===== src/rtl/core/pps_pkg.sv =====
`timescale 1ns / 1ps

package pps_pkg;

  localparam int DEF_MAX_PROCS = 16;
  localparam int DEF_TIME_BITS = 16;
  localparam int DEF_PRIO_BITS = 8;
  localparam int SUM_BITS      = 20;

  localparam logic CMD_LOAD = 1'b0;
  localparam logic CMD_TICK = 1'b1;

  // Strobes broadcast from the sequencer to every cell of the chain.
  typedef struct packed {
    logic load_en;
    logic dec_en;
  } cell_ctrl_t;

endpackage


===== src/rtl/core/pps_if.sv =====
`timescale 1ns / 1ps

// Command channel: load a process or advance time by one unit.
interface pps_req_if #(
  parameter int TIME_BITS = pps_pkg::DEF_TIME_BITS,
  parameter int PRIO_BITS = pps_pkg::DEF_PRIO_BITS
);
  logic                 valid;
  logic                 ready;
  logic                 command;
  logic [TIME_BITS-1:0] arrival_time;
  logic [TIME_BITS-1:0] burst_time;
  logic [PRIO_BITS-1:0] priority_req;

  modport source (output valid, command, arrival_time, burst_time, priority_req,
                  input ready);
  modport sink   (input valid, command, arrival_time, burst_time, priority_req,
                  output ready);
endinterface

// Result channel: one item for each tick.
interface pps_rsp_if #(
  parameter int TIME_BITS = pps_pkg::DEF_TIME_BITS,
  parameter int IDX_W     = $clog2(pps_pkg::DEF_MAX_PROCS)
);
  logic                         valid;
  logic                         ready;
  logic [TIME_BITS-1:0]         slot_start;
  logic [IDX_W-1:0]             running_index;
  logic                         idle;
  logic                         new_segment;
  logic                         finished;
  logic [TIME_BITS-1:0]         finish_time;
  logic [TIME_BITS-1:0]         turnaround;
  logic [TIME_BITS-1:0]         waiting;
  logic                         all_done;
  logic [pps_pkg::SUM_BITS-1:0] total_turnaround;
  logic [pps_pkg::SUM_BITS-1:0] total_waiting;

  modport source (output valid, slot_start, running_index, idle, new_segment, finished,
                  finish_time, turnaround, waiting, all_done, total_turnaround,
                  total_waiting,
                  input ready);
  modport sink   (input valid, slot_start, running_index, idle, new_segment, finished,
                  finish_time, turnaround, waiting, all_done, total_turnaround,
                  total_waiting,
                  output ready);
endinterface


===== src/rtl/core/pps_cell.sv =====
`timescale 1ns / 1ps

// One table slot of the scheduler. It compares its own process with the best
// candidate handed in from the lower slots and registers the winner for the
// next cell.
module pps_cell #(
  parameter int TIME_BITS  = pps_pkg::DEF_TIME_BITS,
  parameter int PRIO_BITS  = pps_pkg::DEF_PRIO_BITS,
  parameter int IDX_W      = 4,
  parameter int CNT_W      = 5,
  parameter int CELL_INDEX = 0
) (
  input  logic                clk,
  input  logic                rst,
  input  pps_pkg::cell_ctrl_t ctrl,
  input  logic [IDX_W-1:0]    wr_index,
  input  logic [IDX_W-1:0]    dec_index,
  input  logic [CNT_W-1:0]    loaded_count,
  input  logic [TIME_BITS-1:0] clock_now,
  input  logic [TIME_BITS-1:0] load_arrival,
  input  logic [TIME_BITS-1:0] load_burst,
  input  logic [PRIO_BITS-1:0] load_prio,
  input  logic                cand_in_found,
  input  logic [PRIO_BITS-1:0] cand_in_prio,
  input  logic [TIME_BITS-1:0] cand_in_arrival,
  input  logic [TIME_BITS-1:0] cand_in_burst,
  input  logic [TIME_BITS-1:0] cand_in_remaining,
  input  logic [IDX_W-1:0]    cand_in_index,
  output logic                cand_out_found,
  output logic [PRIO_BITS-1:0] cand_out_prio,
  output logic [TIME_BITS-1:0] cand_out_arrival,
  output logic [TIME_BITS-1:0] cand_out_burst,
  output logic [TIME_BITS-1:0] cand_out_remaining,
  output logic [IDX_W-1:0]    cand_out_index
);

  localparam logic [IDX_W-1:0] MY_IDX = IDX_W'(CELL_INDEX);
  localparam logic [CNT_W-1:0] MY_CNT = CNT_W'(CELL_INDEX);

  logic [TIME_BITS-1:0] arrival;
  logic [TIME_BITS-1:0] burst;
  logic [PRIO_BITS-1:0] prio;
  logic [TIME_BITS-1:0] remaining;

  logic ready_here;
  logic better;
  logic take;

  always_comb begin
    ready_here = (MY_CNT < loaded_count) && (arrival <= clock_now) && (remaining != '0);
    better     = !cand_in_found || (prio < cand_in_prio) ||
                 ((prio == cand_in_prio) && (arrival < cand_in_arrival));
    take       = ready_here && better;
  end

  always_ff @(posedge clk) begin
    if (ctrl.load_en && (wr_index == MY_IDX)) begin
      arrival   <= load_arrival;
      burst     <= load_burst;
      prio      <= load_prio;
      remaining <= load_burst;
    end else if (ctrl.dec_en && (dec_index == MY_IDX)) begin
      remaining <= remaining - 1'b1;
    end
  end

  always_ff @(posedge clk) begin
    if (rst) begin
      cand_out_found <= 1'b0;
    end else begin
      cand_out_found <= take || cand_in_found;
    end
    if (take) begin
      cand_out_prio      <= prio;
      cand_out_arrival   <= arrival;
      cand_out_burst     <= burst;
      cand_out_remaining <= remaining;
      cand_out_index     <= MY_IDX;
    end else begin
      cand_out_prio      <= cand_in_prio;
      cand_out_arrival   <= cand_in_arrival;
      cand_out_burst     <= cand_in_burst;
      cand_out_remaining <= cand_in_remaining;
      cand_out_index     <= cand_in_index;
    end
  end

endmodule


===== src/rtl/core/preemptive_priority_scheduler_unit.sv =====
// A tick item's result is offered once the best-candidate word has rippled one slot
// cell per cycle down the chain and has then been committed to the output register.
// Throughput: one load per cycle while no tick is in progress; a tick holds off every
// new item until it commits, and a result still waiting in the output register holds
// the commit back until the sink takes it.
// Synchronous active-high reset clears the state registers; slot tables are undefined.
`timescale 1ns / 1ps

module preemptive_priority_scheduler_unit #(
  parameter int MAX_PROCS = pps_pkg::DEF_MAX_PROCS,
  parameter int TIME_BITS = pps_pkg::DEF_TIME_BITS,
  parameter int PRIO_BITS = pps_pkg::DEF_PRIO_BITS
) (
  input logic       clk,
  input logic       rst,
  pps_req_if.sink   req,
  pps_rsp_if.source rsp
);

  localparam int IDX_W  = $clog2(MAX_PROCS);
  localparam int CNT_W  = $clog2(MAX_PROCS + 1);
  localparam int SCAN_W = $clog2(MAX_PROCS);
  localparam int SUM_W  = pps_pkg::SUM_BITS;
  localparam int ADD_W  = ((TIME_BITS > SUM_W) ? TIME_BITS : SUM_W) + 1;

  localparam logic [TIME_BITS-1:0] TIME_MAX  = '1;
  localparam logic [SUM_W-1:0]     SUM_MAX   = '1;
  localparam logic [SCAN_W-1:0]    SCAN_LAST = SCAN_W'(MAX_PROCS - 1);
  localparam logic [CNT_W-1:0]     CNT_FULL  = CNT_W'(MAX_PROCS);

  typedef enum logic [1:0] {ST_IDLE, ST_SCAN, ST_UPDATE} state_t;

  state_t state;
  logic [SCAN_W-1:0] scan_count;

  // Scheduler state.
  logic [TIME_BITS-1:0] clock_now;
  logic [CNT_W-1:0]     loaded_count;
  logic [CNT_W-1:0]     done_count;
  logic                 last_valid;
  logic [IDX_W-1:0]     last_index;
  logic                 last_was_idle;
  logic [SUM_W-1:0]     sum_turnaround;
  logic [SUM_W-1:0]     sum_waiting;

  // Output register: the result item waits here until the sink takes it.
  logic                 out_valid;
  logic [TIME_BITS-1:0] o_slot_start;
  logic [IDX_W-1:0]     o_running_index;
  logic                 o_idle;
  logic                 o_new_segment;
  logic                 o_finished;
  logic [TIME_BITS-1:0] o_finish_time;
  logic [TIME_BITS-1:0] o_turnaround;
  logic [TIME_BITS-1:0] o_waiting;
  logic                 o_all_done;

  // The candidate word handed along the chain. Position 0 is the empty entry
  // fed into the first cell; position MAX_PROCS is the tail of the chain.
  logic                 c_found     [0:MAX_PROCS];
  logic [PRIO_BITS-1:0] c_prio      [0:MAX_PROCS];
  logic [TIME_BITS-1:0] c_arrival   [0:MAX_PROCS];
  logic [TIME_BITS-1:0] c_burst     [0:MAX_PROCS];
  logic [TIME_BITS-1:0] c_remaining [0:MAX_PROCS];
  logic [IDX_W-1:0]     c_index     [0:MAX_PROCS];

  pps_pkg::cell_ctrl_t ctrl;

  logic accept;
  logic load_ok;
  logic commit;

  logic                 all_before;
  logic                 run;
  logic                 fin_now;
  logic [TIME_BITS-1:0] clock_inc;
  logic [TIME_BITS-1:0] tat;
  logic [TIME_BITS-1:0] wt;
  logic [ADD_W-1:0]     tat_wide;
  logic [ADD_W-1:0]     wt_wide;
  logic [SUM_W-1:0]     sum_turnaround_next;
  logic [SUM_W-1:0]     sum_waiting_next;
  logic [CNT_W-1:0]     done_count_next;
  logic                 seg_next;

  assign c_found[0]     = 1'b0;
  assign c_prio[0]      = '0;
  assign c_arrival[0]   = '0;
  assign c_burst[0]     = '0;
  assign c_remaining[0] = '0;
  assign c_index[0]     = '0;

  // Items are taken only between ticks; the table and clock therefore stay
  // still for the whole ripple through the chain.
  assign req.ready = (state == ST_IDLE);
  assign accept    = req.valid && req.ready;
  assign load_ok   = accept && (req.command == pps_pkg::CMD_LOAD) &&
                     (loaded_count < CNT_FULL) && (req.burst_time != '0);

  // A tick commits once the output register is free or being emptied.
  assign commit = (state == ST_UPDATE) && (!out_valid || rsp.ready);

  always_comb begin
    all_before = (done_count >= loaded_count);
    run        = !all_before && c_found[MAX_PROCS];
    fin_now    = run && (c_remaining[MAX_PROCS] == TIME_BITS'(1));
    clock_inc  = (clock_now == TIME_MAX) ? clock_now : clock_now + 1'b1;

    // The winner has arrived by the current clock, so this cannot wrap.
    tat = clock_inc - c_arrival[MAX_PROCS];
    wt  = (tat >= c_burst[MAX_PROCS]) ? tat - c_burst[MAX_PROCS] : '0;

    tat_wide = ADD_W'(sum_turnaround) + ADD_W'(tat);
    wt_wide  = ADD_W'(sum_waiting) + ADD_W'(wt);
    sum_turnaround_next = (tat_wide > ADD_W'(SUM_MAX)) ? SUM_MAX : tat_wide[SUM_W-1:0];
    sum_waiting_next    = (wt_wide > ADD_W'(SUM_MAX)) ? SUM_MAX : wt_wide[SUM_W-1:0];

    done_count_next = done_count + CNT_W'(fin_now);

    // A new chart segment starts whenever the runner changes, counting an
    // idle stretch as a runner of its own.
    if (run) begin
      seg_next = last_was_idle || !last_valid || (last_index != c_index[MAX_PROCS]);
    end else begin
      seg_next = !last_was_idle;
    end

    ctrl.load_en = load_ok;
    ctrl.dec_en  = commit && run;
  end

  for (genvar g = 0; g < MAX_PROCS; g++) begin : g_cell
    pps_cell #(
      .TIME_BITS (TIME_BITS),
      .PRIO_BITS (PRIO_BITS),
      .IDX_W     (IDX_W),
      .CNT_W     (CNT_W),
      .CELL_INDEX(g)
    ) u_cell (
      .clk               (clk),
      .rst               (rst),
      .ctrl              (ctrl),
      .wr_index          (loaded_count[IDX_W-1:0]),
      .dec_index         (c_index[MAX_PROCS]),
      .loaded_count      (loaded_count),
      .clock_now         (clock_now),
      .load_arrival      (req.arrival_time),
      .load_burst        (req.burst_time),
      .load_prio         (req.priority_req),
      .cand_in_found     (c_found[g]),
      .cand_in_prio      (c_prio[g]),
      .cand_in_arrival   (c_arrival[g]),
      .cand_in_burst     (c_burst[g]),
      .cand_in_remaining (c_remaining[g]),
      .cand_in_index     (c_index[g]),
      .cand_out_found    (c_found[g+1]),
      .cand_out_prio     (c_prio[g+1]),
      .cand_out_arrival  (c_arrival[g+1]),
      .cand_out_burst    (c_burst[g+1]),
      .cand_out_remaining(c_remaining[g+1]),
      .cand_out_index    (c_index[g+1])
    );
  end

  always_ff @(posedge clk) begin
    if (rst) begin
      state          <= ST_IDLE;
      scan_count     <= '0;
      clock_now      <= '0;
      loaded_count   <= '0;
      done_count     <= '0;
      last_valid     <= 1'b0;
      last_index     <= '0;
      last_was_idle  <= 1'b0;
      sum_turnaround <= '0;
      sum_waiting    <= '0;
      out_valid      <= 1'b0;
    end else begin
      if (out_valid && rsp.ready) begin
        out_valid <= 1'b0;
      end
      unique case (state)
        ST_IDLE: begin
          if (load_ok) begin
            loaded_count <= loaded_count + 1'b1;
          end
          if (accept && (req.command == pps_pkg::CMD_TICK)) begin
            state      <= ST_SCAN;
            scan_count <= '0;
          end
        end
        ST_SCAN: begin
          // The scan counter runs over every cell of the chain.
          if (scan_count == SCAN_LAST) begin
            state <= ST_UPDATE;
          end else begin
            scan_count <= scan_count + 1'b1;
          end
        end
        ST_UPDATE: begin
          if (commit) begin
            state         <= ST_IDLE;
            out_valid     <= 1'b1;
            o_slot_start  <= clock_now;
            o_finished    <= fin_now;
            o_finish_time <= fin_now ? clock_inc : '0;
            o_turnaround  <= fin_now ? tat : '0;
            o_waiting     <= fin_now ? wt : '0;
            if (all_before) begin
              // Everything has completed: report the totals and hold the clock.
              o_running_index <= '0;
              o_idle          <= 1'b0;
              o_new_segment   <= 1'b0;
              o_all_done      <= 1'b1;
            end else begin
              clock_now       <= clock_inc;
              o_running_index <= run ? c_index[MAX_PROCS] : '0;
              o_idle          <= !run;
              o_new_segment   <= seg_next;
              o_all_done      <= (done_count_next >= loaded_count);
              last_was_idle   <= !run;
              last_valid      <= run;
              last_index      <= c_index[MAX_PROCS];
              if (fin_now) begin
                sum_turnaround <= sum_turnaround_next;
                sum_waiting    <= sum_waiting_next;
                done_count     <= done_count_next;
              end
            end
          end
        end
        default: begin
          state <= ST_IDLE;
        end
      endcase
    end
  end

  assign rsp.valid            = out_valid;
  assign rsp.slot_start       = o_slot_start;
  assign rsp.running_index    = o_running_index;
  assign rsp.idle             = o_idle;
  assign rsp.new_segment      = o_new_segment;
  assign rsp.finished         = o_finished;
  assign rsp.finish_time      = o_finish_time;
  assign rsp.turnaround       = o_turnaround;
  assign rsp.waiting          = o_waiting;
  assign rsp.all_done         = o_all_done;
  // The totals are sampled with the rest of the item; they only change on a
  // commit, which also refills the output register.
  assign rsp.total_turnaround = sum_turnaround;
  assign rsp.total_waiting    = sum_waiting;

endmodule


===== src/flat_wrapper.sv =====
// flat-port wrapper written by rule: the top's interface ports become plain ports
module preemptive_priority_scheduler_unit_flat 
#(
  parameter int MAX_PROCS = pps_pkg::DEF_MAX_PROCS,
  parameter int TIME_BITS = pps_pkg::DEF_TIME_BITS,
  parameter int PRIO_BITS = pps_pkg::DEF_PRIO_BITS
)
  (clk, rst, req_valid, req_command, req_arrival_time, req_burst_time, req_priority_req, req_ready, rsp_valid, rsp_slot_start, rsp_running_index, rsp_idle, rsp_new_segment, rsp_finished, rsp_finish_time, rsp_turnaround, rsp_waiting, rsp_all_done, rsp_total_turnaround, rsp_total_waiting, rsp_ready);
  pps_req_if #(.TIME_BITS(TIME_BITS), .PRIO_BITS(PRIO_BITS)) req_i ();
  pps_rsp_if #(.TIME_BITS(TIME_BITS)) rsp_i ();
  input logic clk;
  input logic rst;
  input wire logic [$bits(req_i.valid)-1:0] req_valid;
  input wire logic [$bits(req_i.command)-1:0] req_command;
  input wire logic [$bits(req_i.arrival_time)-1:0] req_arrival_time;
  input wire logic [$bits(req_i.burst_time)-1:0] req_burst_time;
  input wire logic [$bits(req_i.priority_req)-1:0] req_priority_req;
  output wire logic [$bits(req_i.ready)-1:0] req_ready;
  output wire logic [$bits(rsp_i.valid)-1:0] rsp_valid;
  output wire logic [$bits(rsp_i.slot_start)-1:0] rsp_slot_start;
  output wire logic [$bits(rsp_i.running_index)-1:0] rsp_running_index;
  output wire logic [$bits(rsp_i.idle)-1:0] rsp_idle;
  output wire logic [$bits(rsp_i.new_segment)-1:0] rsp_new_segment;
  output wire logic [$bits(rsp_i.finished)-1:0] rsp_finished;
  output wire logic [$bits(rsp_i.finish_time)-1:0] rsp_finish_time;
  output wire logic [$bits(rsp_i.turnaround)-1:0] rsp_turnaround;
  output wire logic [$bits(rsp_i.waiting)-1:0] rsp_waiting;
  output wire logic [$bits(rsp_i.all_done)-1:0] rsp_all_done;
  output wire logic [$bits(rsp_i.total_turnaround)-1:0] rsp_total_turnaround;
  output wire logic [$bits(rsp_i.total_waiting)-1:0] rsp_total_waiting;
  input wire logic [$bits(rsp_i.ready)-1:0] rsp_ready;
  assign req_i.valid = req_valid;
  assign req_i.command = req_command;
  assign req_i.arrival_time = req_arrival_time;
  assign req_i.burst_time = req_burst_time;
  assign req_i.priority_req = req_priority_req;
  assign req_ready = req_i.ready;
  assign rsp_valid = rsp_i.valid;
  assign rsp_slot_start = rsp_i.slot_start;
  assign rsp_running_index = rsp_i.running_index;
  assign rsp_idle = rsp_i.idle;
  assign rsp_new_segment = rsp_i.new_segment;
  assign rsp_finished = rsp_i.finished;
  assign rsp_finish_time = rsp_i.finish_time;
  assign rsp_turnaround = rsp_i.turnaround;
  assign rsp_waiting = rsp_i.waiting;
  assign rsp_all_done = rsp_i.all_done;
  assign rsp_total_turnaround = rsp_i.total_turnaround;
  assign rsp_total_waiting = rsp_i.total_waiting;
  assign rsp_i.ready = rsp_ready;
  preemptive_priority_scheduler_unit #(.MAX_PROCS(MAX_PROCS), .TIME_BITS(TIME_BITS), .PRIO_BITS(PRIO_BITS)) u_core (.clk(clk), .rst(rst), .req(req_i), .rsp(rsp_i));
endmodule

===== config.mk =====
export PLATFORM = sky130hd
export DESIGN_NAME = preemptive_priority_scheduler_unit_flat
export DESIGN_NICKNAME = d
export VERILOG_FILES = /design/src/rtl/core/pps_pkg.sv /design/src/rtl/core/pps_if.sv /design/src/rtl/core/pps_cell.sv /design/src/rtl/core/preemptive_priority_scheduler_unit.sv /design/src/flat_wrapper.sv
export SDC_FILE = /design/constraint.sdc
export NUM_CORES = 2
export LEC_CHECK = 0
export BUFFER_PORTS_ARGS = -buffer_cell sky130_fd_sc_hd__buf_2
export CORE_ASPECT_RATIO = 1.5
export CORE_MARGIN = 3
export CORE_UTILIZATION = 40
export DETAILED_ROUTE_END_ITERATION = 8
export PLACE_DENSITY = 0.64
export SYNTH_ARGS = -nofsm -noshare
export SYNTH_HDL_FRONTEND = slang
export SYNTH_SLANG_ARGS = --single-unit

===== constraint.sdc =====
create_clock -name clk -period 17.1 [get_ports clk]
set_input_delay 2.565 -clock clk [delete_from_list [all_inputs] [get_ports clk]]
set_output_delay 2.565 -clock clk [all_outputs]
set_load 0.03 [all_outputs]

# Yosys cells after proc, flatten, opt, wreduce, memory -nomap -nowiden
# Cells that the tools add are included.
# W data, S select, Z words.
dict set report op_classes {
  addsub 24
  mux 107
  order_cmp 68
  reduce_logical 216
  n_bitwise 4
  eq_ne 55
}
# cell count
set ops {}
lappend ops {{$mux W16} 79}
lappend ops {{$reduce_bool A16 Y1} 17}
lappend ops {{$le A16 B16 Y1} 16}
lappend ops {{$sub A16 B1 Y16 const B} 16}
lappend ops {{$lt A16 B16 Y1} 15}
lappend ops {{$eq A8 B8 Y1} 15}
lappend ops {{$lt A8 B8 Y1} 15}
lappend ops {{$mux W8} 14}
lappend ops {{$logic_and A1 B1 Y1} 104}
lappend ops {{$eq A4 B4 Y1 const B} 17}
lappend ops {{$logic_or A1 B1 Y1} 48}
lappend ops {{$add A20 B16 Y21} 2}
lappend ops {{$gt A21 B20 Y1 const B} 2}
lappend ops {{$lt A4 B5 Y1 const A} 8}
lappend ops {{$mux W20} 2}
lappend ops {{$reduce_bool A2 Y1} 17}
lappend ops {{$eq A4 B3 Y1 const B} 8}
lappend ops {{$sub A16 B16 Y16} 2}
lappend ops {{$logic_not A1 Y1} 20}
lappend ops {{$lt A3 B5 Y1 const A} 4}
lappend ops {{$add A16 B1 Y16 const B} 1}
lappend ops {{$eq A16 B1 Y1 const B} 1}
lappend ops {{$eq A16 B16 Y1 const B} 1}
lappend ops {{$eq A4 B2 Y1 const B} 4}
lappend ops {{26 further kinds} 46}
dict set report word_totals {
  out_inout_bits 114
  input_bits 45
  ff_bits 2011
  elab_cells 652
}

# Longest topological paths before layout
dict set report logic_depth {
  depth_word 8
  ltp_mapped 35
  ltp_nobuf 33
}

# Hierarchy
# Synthesis repeated with hierarchy kept, for this count alone.
dict set report hier_totals {
  cells_unflattened 8291
  area_unflattened_um2 96961.7
}
# mod area_each_um2 seq_area_each_um2 n_inst cells_each
set modules_own_cells {}
lappend modules_own_cells {preemptive_priority_scheduler_unit 9371.5 3743.6 1 1019}
lappend modules_own_cells {{pps_cell (u_core.g_cell[1].u_cell)} 6566.3 2902.8 1 685}
lappend modules_own_cells {{pps_cell (u_core.g_cell[4].u_cell)} 6457.4 2902.8 1 685}
lappend modules_own_cells {{pps_cell (u_core.g_cell[11].u_cell)} 6406.1 2902.8 1 672}
lappend modules_own_cells {{pps_cell (u_core.g_cell[3].u_cell)} 5345.1 2902.8 1 402}
lappend modules_own_cells {{pps_cell (u_core.g_cell[7].u_cell)} 5335.1 2902.8 1 395}
lappend modules_own_cells {{pps_cell (u_core.g_cell[2].u_cell)} 5330.1 2902.8 1 405}
lappend modules_own_cells {{pps_cell (u_core.g_cell[9].u_cell)} 5310.1 2902.8 1 405}
lappend modules_own_cells {{pps_cell (u_core.g_cell[0].u_cell)} 5303.8 2902.8 1 404}
lappend modules_own_cells {{pps_cell (u_core.g_cell[6].u_cell)} 5296.3 2902.8 1 404}
lappend modules_own_cells {{pps_cell (u_core.g_cell[14].u_cell)} 5285.1 2902.8 1 400}
lappend modules_own_cells {{pps_cell (u_core.g_cell[8].u_cell)} 5281.3 2902.8 1 401}
lappend modules_own_cells {{pps_cell (u_core.g_cell[13].u_cell)} 5260.0 2902.8 1 402}
lappend modules_own_cells {{pps_cell (u_core.g_cell[5].u_cell)} 5131.2 2902.8 1 402}
lappend modules_own_cells {{3 more rows} -- -- -- --}

# Worst setup path after synthesis
# OpenSTA, ideal clock, no wires.
dict set report synth_timing {
  kind {input to register}
  from {in rst}
  to {reg u_core.o_all_done (netlist: u_core.rsp.all_done) (enable)}
  path_stages 3
  n_path_buf 2
  slack_ns 8.621
  required_time_ns 16.509
  setup_ns 0.591
  arrival_time_ns 7.888
  path_cell_list {clkbuf_1 clkbuf_1 nor3_1}
}
dict set report synth_via {
  elab_chain_len 2
}
# item line
set synth_lines {}
lappend synth_lines {{start, declared} flat_wrapper.sv:12} ;# input logic rst;
lappend synth_lines {{$not A1 Y1 (no source line)} --}
lappend synth_lines {{$reduce_and A3 Y1 (no source line)} --}
lappend synth_lines {{end signal, assigned} preemptive_priority_scheduler_unit.sv:220} ;# o_all_done <= (done_count_next >= loaded_count);
lappend synth_lines {{end, declared} preemptive_priority_scheduler_unit.sv:56} ;# logic o_all_done;
# Every way passes these cells.
# A chain may end at the register's enable or synchronous reset.

# Worst setup path after layout
dict set report layout_timing {
  from {reg u_core.clock_now[12]}
  to {reg u_core.sum_waiting[1] (netlist: u_core.rsp.total_waiting[1])}
}
dict set report layout_via {
  elab_chain_len 8
  elab_cells_between_ends 10
  classes_between {add/sub (4); order compare (2); eq/ne (1); mux (3)}
}
# item line
set layout_lines {}
lappend layout_lines {{start, declared} preemptive_priority_scheduler_unit.sv:37} ;# logic [TIME_BITS-1:0] clock_now;
lappend layout_lines {{start signal, assigned} preemptive_priority_scheduler_unit.sv:216} ;# clock_now <= clock_inc;
lappend layout_lines {{$add A16 B1 Y16 / $eq A16 B16 Y1 (equally long branches)} preemptive_priority_scheduler_unit.sv:107} ;# clock_inc = (clock_now == TIME_MAX) ? clock_now : clock_now + 1'b1;
lappend layout_lines {{$mux W16 *} preemptive_priority_scheduler_unit.sv:107}
lappend layout_lines {{$sub A16 B16 Y16 *} preemptive_priority_scheduler_unit.sv:110} ;# tat = clock_inc - c_arrival[MAX_PROCS];
lappend layout_lines {{net u_core.tat[14]} preemptive_priority_scheduler_unit.sv:77} ;# logic [TIME_BITS-1:0] tat;
lappend layout_lines {{$ge A16 B16 Y1 *} preemptive_priority_scheduler_unit.sv:111} ;# wt = (tat >= c_burst[MAX_PROCS]) ? tat - c_burst[MAX_PROCS] : '0;
lappend layout_lines {{$mux W16 *} preemptive_priority_scheduler_unit.sv:111}
lappend layout_lines {{net u_core.wt[0]} preemptive_priority_scheduler_unit.sv:78} ;# logic [TIME_BITS-1:0] wt;
lappend layout_lines {{$add A20 B16 Y21 *} preemptive_priority_scheduler_unit.sv:114} ;# wt_wide = ADD_W'(sum_waiting) + ADD_W'(wt);
lappend layout_lines {{$gt A21 B20 Y1} preemptive_priority_scheduler_unit.sv:116} ;# sum_waiting_next = (wt_wide > ADD_W'(SUM_MAX)) ? SUM_MAX : wt_wide[SUM_W-1:0];
lappend layout_lines {{$mux W20 *} preemptive_priority_scheduler_unit.sv:116}
lappend layout_lines {{end signal, assigned} preemptive_priority_scheduler_unit.sv:226} ;# sum_waiting <= sum_waiting_next;
lappend layout_lines {{end, declared} preemptive_priority_scheduler_unit.sv:44} ;# logic [SUM_W-1:0] sum_waiting;
# The timed path passes the listed nets; every way through them passes the cells marked *.

==> reports/qor.yml <==
rr_startpoint: "u_core.clock_now[12]"
cts_made_buffers: 186
synth_cell_type_count: 84
min_period_ns: 8.75
required_ns: 17.81
ff2ff_setup_slack_ns: 8.35
cts_setup_buffers: 0
totalWireLength_mm: 223
synth.most_common_cell: "dfxtp_1"
via_count: 54100
path_class: "reg -> reg"
grt_max_degree: 69
drt_first_iter_violations: 2985
synth_nets: 7814
ys_ff_latch: 2000
first_pass_iters: 5
ys_async_sr_fraction: 0
fin_nets: 8037
timing.final.crit_share: 0.512
pwr_density_cell_nw_per_um2: 101
hold_viol_final: 0
rsz0062_at_grt: "false"
synth_top_area_share: 0.334
slowest_stage: "nor3_1"
die_y_um: 577
syn_area_um2: 87000
synth_simple_gate_area_frac: 0.0810
synthAdderAreaFrac: 0.101
die_area_um2: 223000
clk_pin_slew_ns: 0.07
worst_clock_skew_ns: 0.0537
cts_hold_buf: 0
first_global_vias: 56200
drv_cap: 0
clk_path_buf_depth: 4
synth-edff-count: 968
endpoint_kind: "flip-flop"
layout-drive-gt1-share: 0.188
whs_ns: 0.383
io_pins: 159
synth_xor_area_frac: 0.0275
postSynthAreaPerCell_um2: 12.3
groute.usage.overall: 0.196
tns_ns: 0
reg2reg_depth: 33
synth_top_family_by_area: "multiplexers"
cts_num_sinks: 2000
synth_area_leader_cell: "edfxtp_1"
synth_area_leaders: "edfxtp_1 33%, dfxtp_1 24%, ha_1 10%, mux2_2 9.8%, a21oi_1 2.6%"
vias_per_cell: 5.25
cts_resized: 0
worst_hold_startpoint: "u_core.g_cell[6].u_cell.cand_out_index[0]"
initial_core_util: 0.402
area_delta_synth_final_pct: 11.9
syn_inst: 7067
antenna_found_initial: 22
row_count: 209
coreArea_um2: 216000
port_buffers: 158
cp_slowest_stage_delay_ns: 0.51
path_max_fanout: 17
h-tree-depth: 4
yosysWarnings: 0
leakagePower_nw: 37.2
finalSetupViolCount: 0
cp-startpoint: "u_core.clock_now[12]"
max_freq_mhz: 114
rr_endpoint: "u_core.rsp.total_waiting[1]"
post_drt_wl_per_cell_um: 21.7
arrival_ns: 9.47
ant_nets: 0
cts_tree: "built"
utilization: 0.450
ir_drop_mv: 0.0758
ys_seq_area_frac: 0.571
max_slew_margin: 0.0346
die_w_um: 387
cp-endpoint: "u_core.rsp.total_waiting[1]"
hp-class: "reg -> reg"
worst-slew-pin-transition_ns: 1.43
synth_common_cells: "1,032 x dfxtp_1, 968 x edfxtp_1, 758 x mux2_2, 698 x ha_1, 533 x inv_1"
insertion_delay_ns: 0.84
status: "finished, final reports clean"
worstSetupStartpointType: "flip-flop"
grt_pass1_wl_mm: 339
place_congestion: 0.898
grt_overflow: 0
hpwl_mm: 161
synth_compound_area_frac: 0.0760
drv_slew: 0
drc: 0
ys.flop_type: "dfxtp_1"
cts-root-buf: "clkbuf_16"
synth.area.mux_share: 0.109
placed cells by master (no fill, tap or decap), types with 22 or more instances in the layout:
cell type / n
inv_1: 522
nor2_1: 504
nand3_1: 85
dfxtp_1: 1032
nand2_1: 221
a21oi_1: 457
nand4_1: 90
o21ai_0: 173
clkinv_2: 33
a31oi_1: 49
o21a_1: 31
or4_1: 27
ha_1: 698
a21o_1: 106
xnor2_1: 176
and2_1: 45
clkbuf_1: 39
and3_1: 59
clkbuf_8: 25
o31ai_1: 22
mux2_1: 55
xor2_1: 97
edfxtp_1: 968
or2_2: 37
nor4_1: 61
nand2b_1: 56
nor3_1: 75
nor2b_1: 83
mux2_2: 758
a211oi_1: 54
buf_2: 157
clkbuf_16: 189
buf_4: 93
kinds of logic (layout without fill, tap and decap cells):
| logic type | after synthesis | count (layout) |
|---|---|---|
| compound gates | 1084 | 1084 |
| xor+xnor | 273 | 273 |
| fa+ha+maj | 702 | 702 |
| buf+inv | 749 | 1121 |
| flops | 2000 | 2000 |
| mux | 838 | 838 |
| other cells | 0 | 13 |
| simple gates | 1421 | 1421 |
power breakdown:
group	internal [W]	leakage, nW	switching, W
combinational	0.000206	17.0	0.000334
sequential	0.00509	17.2	0.0000395
clock	0.00233	2.97	0.00181
layout make-up:
class / instances / area [um^2]
antenna: 13 / 32.5
clock buffer: 253 / 5220
clock inverter: 84 / 820
fill: 19300 / 119000
inverter: 534 / 2000
multi-input combinational: 4318 / 34600
sequential: 2000 / 49700
tap: 2848 / 3560
timing repair buffer: 250 / 1480
worst min path at each step:
stage	endpoint	cells after the start
6_report	u_core.g_cell[7].u_cell.cand_out_index[0]	1
5_1_grt	u_core.g_cell[7].u_cell.cand_out_index[0]	1
4_1_cts	u_core.g_cell[7].u_cell.cand_out_index[0]	1
2_1_floorplan	u_core.g_cell[15].u_cell.cand_out_index[0]	1
3_3_place_gp	u_core.g_cell[15].u_cell.cand_out_index[1]	1
3_5_place_dp	u_core.g_cell[15].u_cell.cand_out_index[2]	1
registers in the layout, indices dropped and copies added (netlist names), 20 cells and up:
name                                     cells
u_core.rsp.total_waiting                    20
u_core.g_cell.u_cell.cand_out_remaining    256
u_core.rsp.total_turnaround                 20
u_core.g_cell.u_cell.cand_out_burst        256
u_core.g_cell.u_cell.remaining             256
u_core.g_cell.u_cell.cand_out_arrival      256
u_core.g_cell.u_cell.cand_out_prio         120
u_core.g_cell.u_cell.arrival               256
u_core.g_cell.u_cell.cand_out_index         49
u_core.g_cell.u_cell.prio                  128
u_core.g_cell.u_cell.burst                 256
stage by stage:
stage	std cells	setup WS, ns	cell area (um^2)	total power, W
after floorplan	7067	8.62	87000	0.00558
after detailed placement	9950	8.51	91300	0.00578
after global routing	10300	7.64	97400	0.0101
after global placement	9950	8.51	91300	0.00578
after CTS	10300	8.46	97400	0.00991
final	10300	8.35	97400	0.00981
worst max-delay path, delay by kind of cell, from the launching register on:
family                     cells  cell delay, ns
adders and majority gates      5            1.62
AOI/OAI and AO/OA             15            4.00
DFF                            1            0.43
xor gates and xnor gates       1            0.23
and+or+nand+nor                8            1.87
buffers and inverters          4            0.47
layer usage:
| metal | vias up | routed length [um] | track usage | share of wire |
|---|---|---|---|---|
| met4 | 2 | 12200 | 0.103 | 0.055 |
| met1 | 26500 | 86400 | 0.215 | 0.39 |
| met2 | 1181 | 117000 | 0.370 | 0.52 |
| met5 | - | 13 | 0 | 0.000058 |
| met3 | 466 | 7860 | 0.0227 | 0.035 |
| li1 | 25900 | - | - | - |
Note: power is estimated with default switching activity, not from simulation.
